[config.mk]
export PLATFORM = sky130hd
export DESIGN_NAME = periodic_task_priority_scheduler_unit
export DESIGN_NICKNAME = d
export VERILOG_FILES = /design/src/rtl/ptps_pkg.sv /design/src/rtl/ptps_ram.sv /design/src/rtl/periodic_task_priority_scheduler_unit.sv
export VERILOG_INCLUDE_DIRS = /design/src /design/src/rtl
export SDC_FILE = /design/constraint.sdc
export NUM_CORES = 1
export LEC_CHECK = 0
export BUFFER_PORTS_ARGS = -buffer_cell sky130_fd_sc_hd__buf_2
export CORE_AREA = 4 4 348 350
export CTS_CLUSTER_DIAMETER = 50
export CTS_CLUSTER_SIZE = 40
export DETAILED_ROUTE_END_ITERATION = 8
export DIE_AREA = 0 0 352 354
export SYNTH_ARGS = -nofsm -noshare
export SYNTH_HDL_FRONTEND = slang
export SYNTH_SLANG_ARGS = --single-unit
[constraint.sdc]
create_clock -name clk -period 18.5 [get_ports clk]
set_clock_uncertainty 0.05 [all_clocks]
set_input_delay 0 -clock clk [delete_from_list [all_inputs] [get_ports clk]]
set_output_delay 0 -clock clk [all_outputs]
set_load 0.02 [all_outputs]
[src/rtl/periodic_task_priority_scheduler_unit_assert.svh]
// Assertion macros shared by the scheduler RTL.
`ifndef PERIODIC_TASK_PRIORITY_SCHEDULER_UNIT_ASSERT_SVH
`define PERIODIC_TASK_PRIORITY_SCHEDULER_UNIT_ASSERT_SVH

`ifndef SYNTHESIS
// Checks a clocked property outside reset.
`define PTPS_ASSERT(label, prop, msg) \
    label: assert property (@(posedge clk) disable iff (!rst_n) prop) else $error(msg);
// Checks that a condition never holds outside reset.
`define PTPS_ASSERT_NEVER(label, cond, msg) \
    label: assert property (@(posedge clk) disable iff (!rst_n) !(cond)) else $error(msg);
`else
`define PTPS_ASSERT(label, prop, msg)
`define PTPS_ASSERT_NEVER(label, cond, msg)
`endif

`endif

[src/rtl/ptps_pkg.sv]
// Types, codes and constants of the periodic task priority scheduler.
package ptps_pkg;

    // Default table sizes.
    localparam int TASK_SLOTS_DEF      = 8;
    localparam int TICK_TASK_SLOTS_DEF = 8;

    // Priority limits and the value of an unused slot.
    localparam logic [7:0] PRIO_MIN   = 8'd5;
    localparam logic [7:0] PRIO_MAX   = 8'd250;
    localparam logic [7:0] PRIO_RESET = 8'd255;

    // At most this many fired tick tasks are reported per tick.
    localparam int RESULT_LIMIT = 8;
    localparam int FIRE_CNT_W   = $clog2(RESULT_LIMIT + 1);

    // Request action codes.
    typedef enum logic [2:0] {
        ACT_CREATE       = 3'd0,
        ACT_DESTROY      = 3'd1,
        ACT_CREATE_TICK  = 3'd2,
        ACT_DESTROY_TICK = 3'd3,
        ACT_TICK         = 3'd4,
        ACT_DISPATCH     = 3'd5
    } action_t;

    // Response kinds.
    typedef enum logic [1:0] {
        KIND_ACK        = 2'd0,
        KIND_DISPATCHED = 2'd1,
        KIND_FIRED      = 2'd2,
        KIND_NONE       = 2'd3
    } kind_t;

    // Request beat.
    typedef struct packed {
        logic [2:0]  action;
        logic [7:0]  task_id;
        logic [15:0] period;
        logic [7:0]  priority_req;
    } req_t;

    // Response beat.
    typedef struct packed {
        logic [1:0]  kind;
        logic [7:0]  out_task_id;
        logic [31:0] tick_count;
        logic        last;
    } rsp_t;

    // One row of the periodic task table.
    typedef struct packed {
        logic        present;
        logic        enabled;
        logic        ready;
        logic [7:0]  prio;
        logic [15:0] countdown;
        logic [15:0] period;
        logic [7:0]  ident;
    } task_entry_t;

    // One row of the tick-time task list.
    typedef struct packed {
        logic        present;
        logic [15:0] countdown;
        logic [15:0] period;
        logic [7:0]  ident;
    } tick_entry_t;

    // Contents of rows that were never written.
    localparam task_entry_t TASK_CLEAR = '{
        present:   1'b0,
        enabled:   1'b0,
        ready:     1'b0,
        prio:      PRIO_RESET,
        countdown: 16'd0,
        period:    16'd0,
        ident:     8'd0
    };

    localparam tick_entry_t TICK_CLEAR = '{
        present:   1'b0,
        countdown: 16'd0,
        period:    16'd0,
        ident:     8'd0
    };

endpackage

[src/rtl/ptps_ram.sv]
// Single-port-write, registered-read row memory with per-row written flags.
module ptps_ram #(
    parameter int               DEPTH      = 8,
    parameter int               WIDTH      = 8,
    parameter logic [WIDTH-1:0] CLEAR_WORD = '0,
    localparam int              AW         = (DEPTH > 1) ? $clog2(DEPTH) : 1
) (
    input  logic             clk,
    input  logic             rst_n,
    input  logic             wr_en,
    input  logic [AW-1:0]    wr_addr,
    input  logic [WIDTH-1:0] wr_data,
    input  logic [AW-1:0]    rd_addr,
    output logic [WIDTH-1:0] rd_data
);

    logic [WIDTH-1:0] word_mem [DEPTH];
    logic [DEPTH-1:0] valid_reg;
    logic [WIDTH-1:0] rd_word_reg;
    logic             rd_hit_reg;

    // Storage array and its registered read port.
    always_ff @(posedge clk)
    begin
        if (wr_en)
        begin
            word_mem[wr_addr] <= wr_data;
        end
        rd_word_reg <= word_mem[rd_addr];
    end

    // A row reads as the clear word until it has been written once.
    always_ff @(posedge clk or negedge rst_n)
    begin
        if (!rst_n)
        begin
            valid_reg  <= '0;
            rd_hit_reg <= 1'b0;
        end
        else
        begin
            if (wr_en)
            begin
                valid_reg[wr_addr] <= 1'b1;
            end
            rd_hit_reg <= valid_reg[rd_addr];
        end
    end

    assign rd_data = rd_hit_reg ? rd_word_reg : CLEAR_WORD;

endmodule

[src/rtl/periodic_task_priority_scheduler_unit.sv]
// Top level of the periodic task priority scheduler.
// Each slot visited is read (S_RD) and then worked on (S_OP); S_DONE sends the final beat,
// after S_CLR for a tick task removal. One request is worked on at a time: req_ready is
// low until the final beat is sent, and a full response register stalls the walk.
// Reset: rst_n clears the sequencer, tick counter, enable and the memories' written
// flags, so every slot reads as empty and every task table slot with priority 255.
`include "periodic_task_priority_scheduler_unit_assert.svh"

module periodic_task_priority_scheduler_unit
    import ptps_pkg::*;
#(
    parameter int TASK_SLOTS      = TASK_SLOTS_DEF,
    parameter int TICK_TASK_SLOTS = TICK_TASK_SLOTS_DEF
) (
    input  logic clk,
    input  logic rst_n,
    input  logic req_valid,
    output logic req_ready,
    input  req_t req_data,
    output logic rsp_valid,
    input  logic rsp_ready,
    output rsp_t rsp_data,
    input  logic cfg_valid,
    output logic cfg_ready,
    input  logic cfg_data
);

    localparam int MAX_SLOTS = (TASK_SLOTS > TICK_TASK_SLOTS) ? TASK_SLOTS : TICK_TASK_SLOTS;
    localparam int IDX_W     = (MAX_SLOTS > 1) ? $clog2(MAX_SLOTS) : 1;
    localparam int TASK_AW   = (TASK_SLOTS > 1) ? $clog2(TASK_SLOTS) : 1;
    localparam int TICK_AW   = (TICK_TASK_SLOTS > 1) ? $clog2(TICK_TASK_SLOTS) : 1;

    typedef enum logic [2:0] {
        S_IDLE,
        S_RD,
        S_OP,
        S_CLR,
        S_DONE
    } state_t;

    state_t                state_reg, state_next;
    logic [2:0]            act_reg, act_next;
    logic [7:0]            id_reg, id_next;
    logic [15:0]           per_reg, per_next;
    logic [7:0]            prio_reg, prio_next;
    logic [IDX_W-1:0]      k_reg, k_next;
    logic                  on_tick_reg, on_tick_next;
    logic                  shift_reg, shift_next;
    task_entry_t           carry_reg, carry_next;
    kind_t                 fin_kind_reg, fin_kind_next;
    logic [7:0]            fin_id_reg, fin_id_next;
    logic [FIRE_CNT_W-1:0] fire_cnt_reg, fire_cnt_next;
    logic [31:0]           ticks_reg, ticks_next;
    logic                  enable_reg, enable_next;
    logic                  rsp_valid_reg, rsp_valid_next;
    rsp_t                  rsp_data_reg, rsp_data_next;

    logic                  task_we;
    logic [TASK_AW-1:0]    task_waddr;
    task_entry_t           task_wdata;
    task_entry_t           task_rd;
    logic                  tick_we;
    logic [TICK_AW-1:0]    tick_waddr;
    tick_entry_t           tick_wdata;
    tick_entry_t           tick_rd;

    logic [IDX_W-1:0]      k_prev;
    logic                  task_last;
    logic                  tick_last;
    logic                  out_free;
    logic [7:0]            prio_clamped;
    task_entry_t           task_new;
    task_entry_t           task_upd;
    tick_entry_t           tick_new;
    tick_entry_t           tick_upd;
    logic                  tick_fires;
    logic                  report;
    logic                  push;

    // Slot memories.
    ptps_ram #(
        .DEPTH      (TASK_SLOTS),
        .WIDTH      ($bits(task_entry_t)),
        .CLEAR_WORD (TASK_CLEAR)
    ) u_task_ram (
        .clk     (clk),
        .rst_n   (rst_n),
        .wr_en   (task_we),
        .wr_addr (task_waddr),
        .wr_data (task_wdata),
        .rd_addr (k_reg[TASK_AW-1:0]),
        .rd_data (task_rd)
    );

    ptps_ram #(
        .DEPTH      (TICK_TASK_SLOTS),
        .WIDTH      ($bits(tick_entry_t)),
        .CLEAR_WORD (TICK_CLEAR)
    ) u_tick_ram (
        .clk     (clk),
        .rst_n   (rst_n),
        .wr_en   (tick_we),
        .wr_addr (tick_waddr),
        .wr_data (tick_wdata),
        .rd_addr (k_reg[TICK_AW-1:0]),
        .rd_data (tick_rd)
    );

    // Handshake outputs.
    assign req_ready = (state_reg == S_IDLE);
    assign cfg_ready = 1'b1;
    assign rsp_valid = rsp_valid_reg;
    assign rsp_data  = rsp_data_reg;
    assign out_free  = !rsp_valid_reg || rsp_ready;

    // Walk position helpers.
    assign k_prev    = k_reg - IDX_W'(1);
    assign task_last = (k_reg == IDX_W'(TASK_SLOTS - 1));
    assign tick_last = (k_reg == IDX_W'(TICK_TASK_SLOTS - 1));

    // Requested priority limited to the legal range.
    always_comb
    begin
        priority if (req_data.priority_req < PRIO_MIN)
        begin
            prio_clamped = PRIO_MIN;
        end
        else if (req_data.priority_req > PRIO_MAX)
        begin
            prio_clamped = PRIO_MAX;
        end
        else
        begin
            prio_clamped = req_data.priority_req;
        end
    end

    // New rows for the create actions.
    always_comb
    begin
        task_new = '{
            present:   1'b1,
            enabled:   1'b1,
            ready:     1'b0,
            prio:      prio_reg,
            countdown: per_reg,
            period:    per_reg,
            ident:     id_reg
        };
        tick_new = '{
            present:   1'b1,
            countdown: per_reg,
            period:    per_reg,
            ident:     id_reg
        };
    end

    // Countdown update of the rows read during a tick.
    always_comb
    begin
        task_upd = task_rd;
        if (task_rd.enabled && task_rd.countdown != 16'd0)
        begin
            task_upd.countdown = task_rd.countdown - 16'd1;
            if (task_rd.countdown == 16'd1)
            begin
                task_upd.countdown = task_rd.period;
                task_upd.ready     = 1'b1;
            end
        end
        tick_upd   = tick_rd;
        tick_fires = (tick_rd.countdown == 16'd1);
        if (tick_rd.countdown != 16'd0)
        begin
            tick_upd.countdown = tick_rd.countdown - 16'd1;
            if (tick_fires)
            begin
                tick_upd.countdown = tick_rd.period;
            end
        end
        report = tick_fires && (fire_cnt_reg < FIRE_CNT_W'(RESULT_LIMIT));
        push   = report && (fin_kind_reg == KIND_FIRED);
    end

    // Sequencer: one slot is read, then modified and written back.
    always_comb
    begin
        state_next     = state_reg;
        act_next       = act_reg;
        id_next        = id_reg;
        per_next       = per_reg;
        prio_next      = prio_reg;
        k_next         = k_reg;
        on_tick_next   = on_tick_reg;
        shift_next     = shift_reg;
        carry_next     = carry_reg;
        fin_kind_next  = fin_kind_reg;
        fin_id_next    = fin_id_reg;
        fire_cnt_next  = fire_cnt_reg;
        ticks_next     = ticks_reg;
        enable_next    = enable_reg;
        rsp_valid_next = rsp_valid_reg;
        rsp_data_next  = rsp_data_reg;
        task_we        = 1'b0;
        task_waddr     = k_reg[TASK_AW-1:0];
        task_wdata     = task_rd;
        tick_we        = 1'b0;
        tick_waddr     = k_reg[TICK_AW-1:0];
        tick_wdata     = tick_rd;

        if (cfg_valid)
        begin
            enable_next = cfg_data;
        end

        if (rsp_valid_reg && rsp_ready)
        begin
            rsp_valid_next = 1'b0;
        end

        unique case (state_reg)
            S_IDLE:
            begin
                if (req_valid)
                begin
                    act_next      = req_data.action;
                    id_next       = req_data.task_id;
                    per_next      = req_data.period;
                    prio_next     = prio_clamped;
                    k_next        = '0;
                    on_tick_next  = 1'b0;
                    shift_next    = 1'b0;
                    fire_cnt_next = '0;
                    fin_id_next   = 8'd0;
                    fin_kind_next = KIND_ACK;
                    unique case (req_data.action)
                        ACT_CREATE, ACT_DESTROY:
                        begin
                            state_next = S_RD;
                        end
                        ACT_CREATE_TICK, ACT_DESTROY_TICK:
                        begin
                            on_tick_next = 1'b1;
                            state_next   = S_RD;
                        end
                        ACT_TICK:
                        begin
                            if (enable_reg)
                            begin
                                ticks_next = ticks_reg + 32'd1;
                                state_next = S_RD;
                            end
                            else
                            begin
                                state_next = S_DONE;
                            end
                        end
                        ACT_DISPATCH:
                        begin
                            fin_kind_next = KIND_NONE;
                            state_next    = S_RD;
                        end
                        default:
                        begin
                            state_next = S_DONE;
                        end
                    endcase
                end
            end

            S_RD:
            begin
                state_next = S_OP;
            end

            S_OP:
            begin
                unique case (act_reg)
                    ACT_CREATE:
                    begin
                        // Insert before the first row of equal or lower urgency; a disabled row there is
                        // overwritten, else the displaced rows ripple down, dropping the last one.
                        if (shift_reg)
                        begin
                            task_we    = 1'b1;
                            task_wdata = carry_reg;
                            carry_next = task_rd;
                            state_next = task_last ? S_DONE : S_RD;
                            k_next     = k_reg + IDX_W'(1);
                        end
                        else if (task_rd.prio >= prio_reg)
                        begin
                            task_we    = 1'b1;
                            task_wdata = task_new;
                            if (task_rd.enabled)
                            begin
                                shift_next = 1'b1;
                                carry_next = task_rd;
                                state_next = task_last ? S_DONE : S_RD;
                                k_next     = k_reg + IDX_W'(1);
                            end
                            else
                            begin
                                state_next = S_DONE;
                            end
                        end
                        else
                        begin
                            state_next = task_last ? S_DONE : S_RD;
                            k_next     = k_reg + IDX_W'(1);
                        end
                    end

                    ACT_DESTROY:
                    begin
                        if (task_rd.present && task_rd.ident == id_reg)
                        begin
                            task_we            = 1'b1;
                            task_wdata.enabled = 1'b0;
                            state_next         = S_DONE;
                        end
                        else
                        begin
                            state_next = task_last ? S_DONE : S_RD;
                            k_next     = k_reg + IDX_W'(1);
                        end
                    end

                    ACT_CREATE_TICK:
                    begin
                        if (!tick_rd.present)
                        begin
                            tick_we    = 1'b1;
                            tick_wdata = tick_new;
                            state_next = S_DONE;
                        end
                        else
                        begin
                            state_next = tick_last ? S_DONE : S_RD;
                            k_next     = k_reg + IDX_W'(1);
                        end
                    end

                    ACT_DESTROY_TICK:
                    begin
                        // After the match every row moves up one place.
                        if (shift_reg)
                        begin
                            tick_we    = 1'b1;
                            tick_waddr = k_prev[TICK_AW-1:0];
                        end
                        shift_next = shift_reg || (tick_rd.present && tick_rd.ident == id_reg);
                        if (tick_last)
                        begin
                            state_next = shift_next ? S_CLR : S_DONE;
                        end
                        else
                        begin
                            state_next = S_RD;
                            k_next     = k_reg + IDX_W'(1);
                        end
                    end

                    ACT_TICK:
                    begin
                        if (!on_tick_reg)
                        begin
                            // Periodic table: count down and mark expired tasks ready.
                            if (task_rd.present)
                            begin
                                task_we    = 1'b1;
                                task_wdata = task_upd;
                            end
                            if (!task_rd.present || task_last)
                            begin
                                on_tick_next = 1'b1;
                                k_next       = '0;
                            end
                            else
                            begin
                                k_next = k_reg + IDX_W'(1);
                            end
                            state_next = S_RD;
                        end
                        else if (!tick_rd.present)
                        begin
                            state_next = S_DONE;
                        end
                        else if (!(push && !out_free))
                        begin
                            // Tick list: the newest fire is held back so the final
                            // beat can carry the last flag.
                            tick_we    = 1'b1;
                            tick_wdata = tick_upd;
                            if (push)
                            begin
                                rsp_valid_next = 1'b1;
                                rsp_data_next  = '{
                                    kind:        fin_kind_reg,
                                    out_task_id: fin_id_reg,
                                    tick_count:  ticks_reg,
                                    last:        1'b0
                                };
                            end
                            if (report)
                            begin
                                fin_kind_next = KIND_FIRED;
                                fin_id_next   = tick_rd.ident;
                                fire_cnt_next = fire_cnt_reg + FIRE_CNT_W'(1);
                            end
                            state_next = tick_last ? S_DONE : S_RD;
                            k_next     = k_reg + IDX_W'(1);
                        end
                    end

                    ACT_DISPATCH:
                    begin
                        if (!task_rd.present)
                        begin
                            state_next = S_DONE;
                        end
                        else if (task_rd.enabled && task_rd.ready)
                        begin
                            task_we          = 1'b1;
                            task_wdata.ready = 1'b0;
                            fin_kind_next    = KIND_DISPATCHED;
                            fin_id_next      = task_rd.ident;
                            state_next       = S_DONE;
                        end
                        else
                        begin
                            state_next = task_last ? S_DONE : S_RD;
                            k_next     = k_reg + IDX_W'(1);
                        end
                    end

                    default:
                    begin
                        state_next = S_DONE;
                    end
                endcase
            end

            S_CLR:
            begin
                // The vacated last row of the tick list is cleared.
                tick_we    = 1'b1;
                tick_waddr = TICK_AW'(TICK_TASK_SLOTS - 1);
                tick_wdata = TICK_CLEAR;
                state_next = S_DONE;
            end

            S_DONE:
            begin
                if (out_free)
                begin
                    rsp_valid_next = 1'b1;
                    rsp_data_next  = '{
                        kind:        fin_kind_reg,
                        out_task_id: fin_id_reg,
                        tick_count:  ticks_reg,
                        last:        1'b1
                    };
                    state_next = S_IDLE;
                end
            end

            default:
            begin
                state_next = S_IDLE;
            end
        endcase
    end

    // State and registered outputs.
    always_ff @(posedge clk or negedge rst_n)
    begin
        if (!rst_n)
        begin
            state_reg     <= S_IDLE;
            act_reg       <= '0;
            id_reg        <= '0;
            per_reg       <= '0;
            prio_reg      <= '0;
            k_reg         <= '0;
            on_tick_reg   <= 1'b0;
            shift_reg     <= 1'b0;
            carry_reg     <= TASK_CLEAR;
            fin_kind_reg  <= KIND_ACK;
            fin_id_reg    <= '0;
            fire_cnt_reg  <= '0;
            ticks_reg     <= '0;
            enable_reg    <= 1'b0;
            rsp_valid_reg <= 1'b0;
            rsp_data_reg  <= '0;
        end
        else
        begin
            state_reg     <= state_next;
            act_reg       <= act_next;
            id_reg        <= id_next;
            per_reg       <= per_next;
            prio_reg      <= prio_next;
            k_reg         <= k_next;
            on_tick_reg   <= on_tick_next;
            shift_reg     <= shift_next;
            carry_reg     <= carry_next;
            fin_kind_reg  <= fin_kind_next;
            fin_id_reg    <= fin_id_next;
            fire_cnt_reg  <= fire_cnt_next;
            ticks_reg     <= ticks_next;
            enable_reg    <= enable_next;
            rsp_valid_reg <= rsp_valid_next;
            rsp_data_reg  <= rsp_data_next;
        end
    end

    // An accepted request always starts a walk or a final beat.
    `PTPS_ASSERT(a_leave_idle, (req_valid && req_ready) |=> !req_ready, "request taken twice")
    // Memories are written only while a request is being worked on.
    `PTPS_ASSERT_NEVER(a_idle_write, state_reg == S_IDLE && (task_we || tick_we), "idle write")
    // No more fires are reported than the result limit allows.
    `PTPS_ASSERT_NEVER(a_fire_limit, fire_cnt_reg > FIRE_CNT_W'(RESULT_LIMIT), "fire count overrun")

endmodule
# After elaboration in Yosys (flattened, before gate mapping)
# Memory sizes are Yosys's and may differ from the RTL's. A register that Yosys moved wholly into a read port is not among the register bits.
# Cells that the tools add are included.
# totals
regBits	203
out_inout_bits	46
n_memories	2
ram_bits	736
inputBits	41
elab_cells	278
# classes
addsub	6
n_mux	149
n_bitwise	2
magnitude_cmp	8
eq_ne	45
reduce_logical	37
# memory_table
name	words	width	read_ports	rd_ports_with_merged_regs	wr	line	text
u_task_ram.word_mem	8	51	1	1	1	ptps_ram.sv:17	logic [WIDTH-1:0] word_mem [DEPTH];
u_tick_ram.word_mem	8	41	1	1	1	ptps_ram.sv:17	
# ops
op	n
$mux 51	9
$mux 43	6
$pmux 41 s2	2
$mux 41	3
$pmux 48 s2	1
$mux 3	31
$pmux 43 s2	1
$mux 40	2
$mux 8	9
$mux 16	4
$mux 1	42
$pmux 3 s6	2
$ne 3x3->1 const B	11
$add 32x1->32 const B	1
$eq 16x1->1 const B	2
$pmux 8 s2	2
$reduce_bool 16->1	2
$sub 16x1->16 const B	2
$mux 4	6
$eq 3x2->1 const B	6
$eq 3x3->1 const B	6
$pmux 3 s2	3
$eq 8x8->1	2
$mux 2	8
38 further kinds	84

# Depth between registers and ports, before layout
# Gate-level depths: netlist of run 1.
# depth
depth_word	12
mapped_depth	16
ltp_nobuf	10

# By module
# From an unflattened synthesis of run 1, not the netlist that was laid out.
# hier_totals
cells_unflattened	2696
hier_area_um2	43052.5
# modules_own_cells
mod	area_each_um2	n_inst	seq_area_each_um2	cells_each
ptps_ram (u_task_ram)	17096.4	1	13497.9	734
ptps_ram (u_tick_ram)	13830.8	1	10895.4	596
periodic_task_priority_scheduler_unit	12125.4	1	4639.4	1366

# Worst setup path before layout of run 1
# OpenSTA, ideal clock, no wires.
# synth_timing
kind	register to register
start	reg act_reg[0]
end	mem u_tick_ram.word_mem[3][0] (netlist name) (enable)
t_arrival_ns	5.886
path_stages_with_launch	7
setup_ns	0.558
synth_period_minus_slack_ns	6.495
required_ns	17.892
setup_slack_ns	12.005
n_path_buf	1
path_cell_list	dfrtp_1 clkbuf_1 nor3_2 nand2_1 o211ai_1 nor2b_1 nor4b_1
# synth_via
elab_chain_len	5
elab_cells_between_ends	9
classes_between	3 x eq/ne; 6 x mux
# synth_lines
item	line	text
from (decl)	periodic_task_priority_scheduler_unit.sv:42	logic [2:0] act_reg, act_next;
from (signal assigned)	periodic_task_priority_scheduler_unit.sv:500	act_reg <= act_next;
$eq 3x3->1 / $eq 3x2->1 (equally long branches)	periodic_task_priority_scheduler_unit.sv:278	unique case (act_reg)
$pmux 1 s3	periodic_task_priority_scheduler_unit.sv:278	
$pmux 1 s2	periodic_task_priority_scheduler_unit.sv:221	unique case (state_reg)
$mux 1	ptps_ram.sv:25	if (wr_en)
$mux 1 (implied by the code)	ptps_ram.sv:27	word_mem[wr_addr] <= wr_data;
to (decl)	ptps_ram.sv:17	
# Several ways; a longest one is shown, not always the timed one.

==> results.yml, run 1 <==
yosys:
  synth.top_cell.area_share_pct: 53.9
  yosysUniqueCellTypes: 84
  syn_avg_cell_area_um2: 13.5
  synthTopCellsByArea: "edfxtp_1 54%, dfrtp_1 12%, a22oi_1 7.0%"
  syn_inst: 3035
  async_flop_share_pct: 19.7
  seq_area_frac_synth_pct: 70.8
  yosys.area.top_type: "edfxtp_1"
  yosys_warnings: 0
  synth_edf_count: 736
  synthFlopType: "edfxtp_1"
  yosys_register_bits: 1031
  syn_nets: 3093
  syn_area_um2: 41000
sta:
  worst-slew-pin-transition_ps: 1230
  min_period_over_period_pct: 24.0
  rsz0062_at_grt: "no"
  slew-limit-headroom_pct: 16.9
  finalHoldViolCount: 0
  fin_crit_ps: 4450
  timing.fmax_ghz: 0.225
  tns_ps: 0
  setup_ws_ps: 14050
  holdWs_ps: 30.8
  final-max-slew-violation-count: 0
  setup_violations: 0
critical_path:
  crit_fanout: 61
  startpoint: "u_tick_ram.rd_hit_reg"
  r2r_slack_ps: 14050
  startpoint_type: "flop"
  crit_chain: "buf_4 -> nand2_1 -> ha_1 -> nand2_1 -> nor3_1 -> or3_1 -> nor2_1 -> a21oi_1 -> o41ai_1"
  worstPathArrival_ps: 4700
  r2r_cells: 9
  required_ps: 18760
  worstSetupEndpoint: "u_tick_ram.word_mem[6][27]"
  rr_endpoint: "u_tick_ram.word_mem[6][27]"
  max_stage_delay_ps: 1070
  end_kind: "flop"
  path_class: "reg -> reg"
  cp_common_cell: "nand2_1"
  r2r_start: "u_tick_ram.rd_hit_reg"
  slowest_stage: "o41ai_1"
grt:
  grt.total_usage_pct: 18.4
  grt_max_degree: 93
  antenna_found_initial: 1
  grt_first_pass_wirelength_um: 177000
  first_global_vias: 26800
  grt.overflow.total: 0
route:
  dr.pass1.iters: 9
  wirelength_um: 118000
  vias: 27500
  drt-initial-drc-count: 2950
  drt-wirelength-per-cell_um: 24.8
  drc: 0
  viasPerCell: 5.77
  ant_nets: 0
clocking:
  h-tree-depth: 3
  cts_tree: "done"
  clkTransAtPathRegs_ps: 70
  clock-sinks: 1031
  clock_latency_ps: 690
  cts_buffer_depth: 3
  cts_made_buffers: 101
  cts-root-buf: "clkbuf_16"
  cts_setup_buffers: 0
power_and_ir_drop:
  power.static_leakage_uw: 0.0164
  switching_share_pct: 33.4
  p_clk_share_pct: 31.9
  p_int_uw: 4420
  p_comb_share_pct: 21.4
  cellPowerDensity_nw_per_um2: 140
  p_switching_uw: 2210
  peakVddDrop_mv: 0.0804
  seq_power_share_pct: 46.8
place:
  routabilityCongestion: 0.909
  io_buffer_count: 85
  dp_cells: 4516
  hpwl_um: 66500
  place_area_um2: 43200
  place_ws_ps: 14200
die:
  ios: 87
  die_h_um: 354
  die_w_um: 352
  rows: 126
  start_util_pct: 34.8
  core_area_um2: 118000
  die_area_um2: 125000
finish:
  fin_cells: 4765
  fillCellCount: 10800
  layout_common_cells: "736 x edfxtp_1, 382 x a22oi_1, 295 x nand2_1"
  layout_commonest_cell: "edfxtp_1"
  top_regs: "u_task_ram.word_mem (408), u_tick_ram.word_mem (328)"
  area_growth_pct: 15.5
  antenna_cells: 0
  final_cell_area_um2: 47300
  drive_gt1_share_pct: 14.0
  top_register: "u_task_ram.word_mem"
  largest_reg_flops: 408
  fin_nets: 3199
outcome:
  status: "finished clean"
hold_path:
  hold_path_class: "in -> reg"
run:
  drv_cap: 0
-- logic make-up (layout without fill, tap and decap cells) --
group                    count (synthesis)  count (layout)  share of synthesized area, %
AO/OA/AOI/OAI                          883             883                          14.8
buffers and inverters                  231             425                          2.22
XOR/XNOR                                48              48                          1.03
adder cells (fa/ha/maj)                 17              17                         0.519
AND/OR/NAND/NOR                        761             761                          8.89
multiplexers                            63              63                          1.70
flip-flops                            1031            1031                          70.8
other                                    1               1                       0.00915
-- layout make-up --
type	instances	area (µm²)	area share [%]
inverters	26	97.6	0.206
well taps	1536	1920	4.06
flip-flops and latches	1031	29000	61.3
clock buffers	122	2720	5.75
repair buffers	208	1520	3.21
clock inverters	69	777	1.64
multi-input cells	1773	11300	23.8
-- power groups by stage --
stage	combinational (µW)	sequential [µW]	clock [µW]
after detailed placement	1360	3140	0
after CTS	1390	3090	2150
after global routing	1540	3110	2260
final	1420	3100	2110
after floorplan	940	2970	0
after global placement	1340	3140	0
-- routing by layer --
metal	wire, µm	global-route usage (%)	share of wire (%)
met1	50800	25.9	43
met2	53700	28.8	45
met3	10200	3.61	8.6
met4	3490	5.97	3.0
met5	13	0	0.011
-- per-stage QoR --
stage          power [µW]  util [%]
2_1_floorplan        3910         -
3_3_place_gp         4480      36.7
6_report             6630      40.2
3_5_place_dp         4500      36.7
4_1_cts              6630      40.2
5_1_grt              6910      40.2
-- cells in the mapped netlist (all sizes together) (34+ instances only) --
library cell	count
nand3	38
mux2	53
a22oi	382
dfrtp	195
dfxtp	92
xnor2	38
nor2	161
a31oi	46
a21oi	93
edfxtp	736
clkbuf	151
buf	54
nand4	115
o21ai	163
nor3	34
nand2	296
-- worst max-delay path, delay by kind of cell, from the launching register on --
family | cells | cell delay (ps)
fa+ha+maj | 1 | 350
flops | 1 | 360
simple gates | 5 | 1580
compound gates | 2 | 1150
buf+inv | 1 | 510
-- worst min path at each step --
stage	start	endpoint	slack, ps	cells past startpoint
finish	req_data[9]	per_reg[1]	30	4
global placement	rst_n	rsp_data[7]	40	1
CTS	req_data[14]	per_reg[6]	0.1	4
detailed placement	rst_n	rsp_data[7]	20	1
global route	req_data[9]	per_reg[1]	50	4
floorplan	rst_n	act_reg[0]	-350	0
-- repair_timing --
action	CTS	global route
endpoints found under the setup margin	0	0
hold buffers	58	0
hold endpoints to repair	144	0
gates resized for setup	0	0
No activity file was read; power rests on OpenSTA's default activity.
==> run 2, diff against run 1 <==
Settings changed: ABC_AREA from default to 1, CORE_AREA 4 4 348 350 to 4 4 350 352, DIE_AREA 0 0 352 354 to 0 0 354 356.
Clock period 18.5 ns to 4.2 ns, I/O delays scaled along.
==> results.yml, run 2 <==
outcome:
  status: "complete, but fails checks"
  violations: "negative hold slack"
yosys:
  syn_nets: 3574
  yosysUniqueCellTypes: 56
  synthTopCellsByArea: "edfxtp_1 53%, dfrtp_1 12%, nand2_1 7.4%"
  syn_avg_cell_area_um2: 11.8
  syn_inst: 3516
  synth_commonest_cells: "821 x nand2_1, 736 x edfxtp_1, 264 x inv_1, 225 x o21ai_0, 195 x dfrtp_1"
  yosysMostFrequentCell: "nand2_1"
  synthAdderAreaFrac_pct: 0.512
  synth_edf_count: 736
  synthSimpleGateAreaFrac_pct: 12.8
  seq_area_frac_synth_pct: 69.8
  synth_compound_area_share_pct: 11.6
  yosys_register_bits: 1031
  async_flop_share_pct: 19.7
  synth_top_family_by_area: "simple AND/OR/NAND/NOR gates"
  syn_area_um2: 41600
  synth_xor_area_share_pct: 1.10
  yosys.area.top_type: "edfxtp_1"
  synthFlopType: "edfxtp_1"
  synth.top_cell.area_share_pct: 53.2
  yosys_warnings: 0
  synth.area.mux_share_pct: 0
clocking:
  clock_latency_ps: 660
  cts_tree: "done"
  clock-sinks: 1031
  cts_setup_buffers: 0
  cts_hold_buffers: 53
  cts_buffer_depth: 3
  cts-root-buf: "clkbuf_16"
  clkTransAtPathRegs_ps: 70
  cts_resized: 0
  h-tree-depth: 3
  cts_made_buffers: 83
finish:
  top_regs: "u_task_ram.word_mem (408), u_tick_ram.word_mem (328)"
  fin_cells: 5356
  layout_common_cells: "821 x nand2_1, 736 x edfxtp_1, 264 x inv_1"
  antenna_cells: 0
  top_register: "u_task_ram.word_mem"
  fin_nets: 3731
  drive_gt1_share_pct: 11.2
  area_growth_pct: 15.5
  layout_commonest_cell: "nand2_1"
  largest_reg_flops: 408
route:
  wirelength_um: 115000
  ant_nets: 0
  dr.pass1.iters: 7
  viasPerCell: 5.26
  drt-initial-drc-count: 2796
  vias: 28200
  drt-wirelength-per-cell_um: 21.6
  drc: 0
sta:
  timing.fmax_ghz: 0.275
  final-max-slew-violation-count: 0
  rsz0062_at_grt: "no"
  fin_crit_ps: 3630
  setup_violations: 0
  finalHoldViolCount: 23
  min_period_over_period_pct: 86.5
  slew-limit-headroom_pct: 13.9
  worst-slew-pin-transition_ps: 1290
  holdWs_ps: -19.4
grt:
  grt_first_pass_wirelength_um: 174000
  grt.total_usage_pct: 17.9
  grt.overflow.total: 0
  grt_max_degree: 115
  first_global_vias: 27300
  antenna_found_initial: 1
power_and_ir_drop:
  total_power_uw: 30300
  cellPowerDensity_nw_per_um2: 632
  peakVddDrop_mv: 0.415
  power.static_leakage_uw: 0.0181
die:
  die_area_um2: 126000
  rows: 127
  start_util_pct: 34.8
  die_h_um: 356
  core_area_um2: 119000
  ios: 87
  die_w_um: 354
place:
  routabilityCongestion: 0.901
  dp_cells: 5147
  hpwl_um: 69000
  io_buffer_count: 85
critical_path:
  startpoint_type: "flop"
  required_ps: 4480
  crit_fanout: 23
  end_kind: "flop"
  path_class: "reg -> reg"
  worstPathArrival_ps: 3910
hold_path:
  hold_path_class: "in -> async"
run:
  drv_cap: 0
==> run 2: cell types whose count changed in the layout (fill, tap and decap cells not counted), sizes merged, moves of 40 or more <==
cell / previous run / this run
a221oi: 2 / 93
a22o: 28 / 81
a22oi: 382 / 103
a31oi: 46 / 3
inv: 56 / 304
mux2: 53 / 0
nand2: 296 / 836
nand3: 38 / 102
o21ai: 163 / 277
xor2: 10 / 50
==> run 2: cell families (layout without fill, tap and decap cells) <==
logic type / Yosys count / in the layout
simple gates: 1253 / 1253
flops: 1031 / 1031
compound gates: 726 / 726
buf+inv: 436 / 664
xor+xnor: 52 / 52
fa+ha+maj: 17 / 17
other cells: 1 / 1
==> run 2: per-layer routing <==
layer / wire length [µm] / vias to the layer above / global-route usage [%]
met1: 49700 / 14000 / 24.4
met4: 3330 / 0 / 5.61
met5: 0 / - / 0
li1: - / 13000 / -
met2: 55000 / 1056 / 30.0
met3: 7350 / 168 / 2.42
==> run 2: final timing paths <==
check,start,endpoint,slack (ps),cells past startpoint
worst max-delay path,u_tick_ram.rd_hit_reg,u_tick_ram.word_mem[4][12],570,15
max in group asynchronous,rst_n,u_tick_ram.rd_hit_reg,2930,3
worst min-delay path,rst_n,rsp_data[13],-20,2
worst max register to register,u_tick_ram.rd_hit_reg,u_tick_ram.word_mem[4][12],570,15
worst min register to register,u_task_ram.word_mem[1][20],u_task_ram.rd_word_reg[20],400,2
min in group clk,req_data[12],per_reg[4],60,4
==> run 2: final cells by class <==
type                       count  area (µm²)
fill                       11100       71300
sequential                  1031       29000
multi-input combinational   2049       11000
clock buffer                  94        2180
tap                         1612        2020
timing repair buffer         238        1890
inverter                     270        1020
clock inverter                62         896
==> run 2: report_power, final <==
part	internal, µW	switching (µW)	leakage, µW
Sequential	12900	665	0.00997
Combinational	2250	5970	0.00662
Clock	4250	4250	0.00148
==> run 2: stage by stage <==
step                setup slack, ps  util (%)  hold WS (ps)  instance area (µm²)  setup TNS, ps
floorplan                      -161         -          -346                41600         -65590
global placement                646      37.2           166                44400              0
detailed placement              573      37.2           161                44400              0
CTS                             564      40.2          9.54                48000              0
global route                    230      40.2          63.7                48000              0
finish                          569      40.2         -19.4                48000              0
==> run 2: critical path, stage by stage (launching register included) <==
cell and delay, ps:
dfrtp_2 690, buf_4 290, nand2_2 130, nand2_2 110, nor2_4 50, nand2_2 100, nor2_8 80, nand4_2 90
nand2_1 80, nand3_1 70, nand2_1 80, nand2_1 120, nand2_1 120, buf_4 210, nor2_4 630, buf_4 380
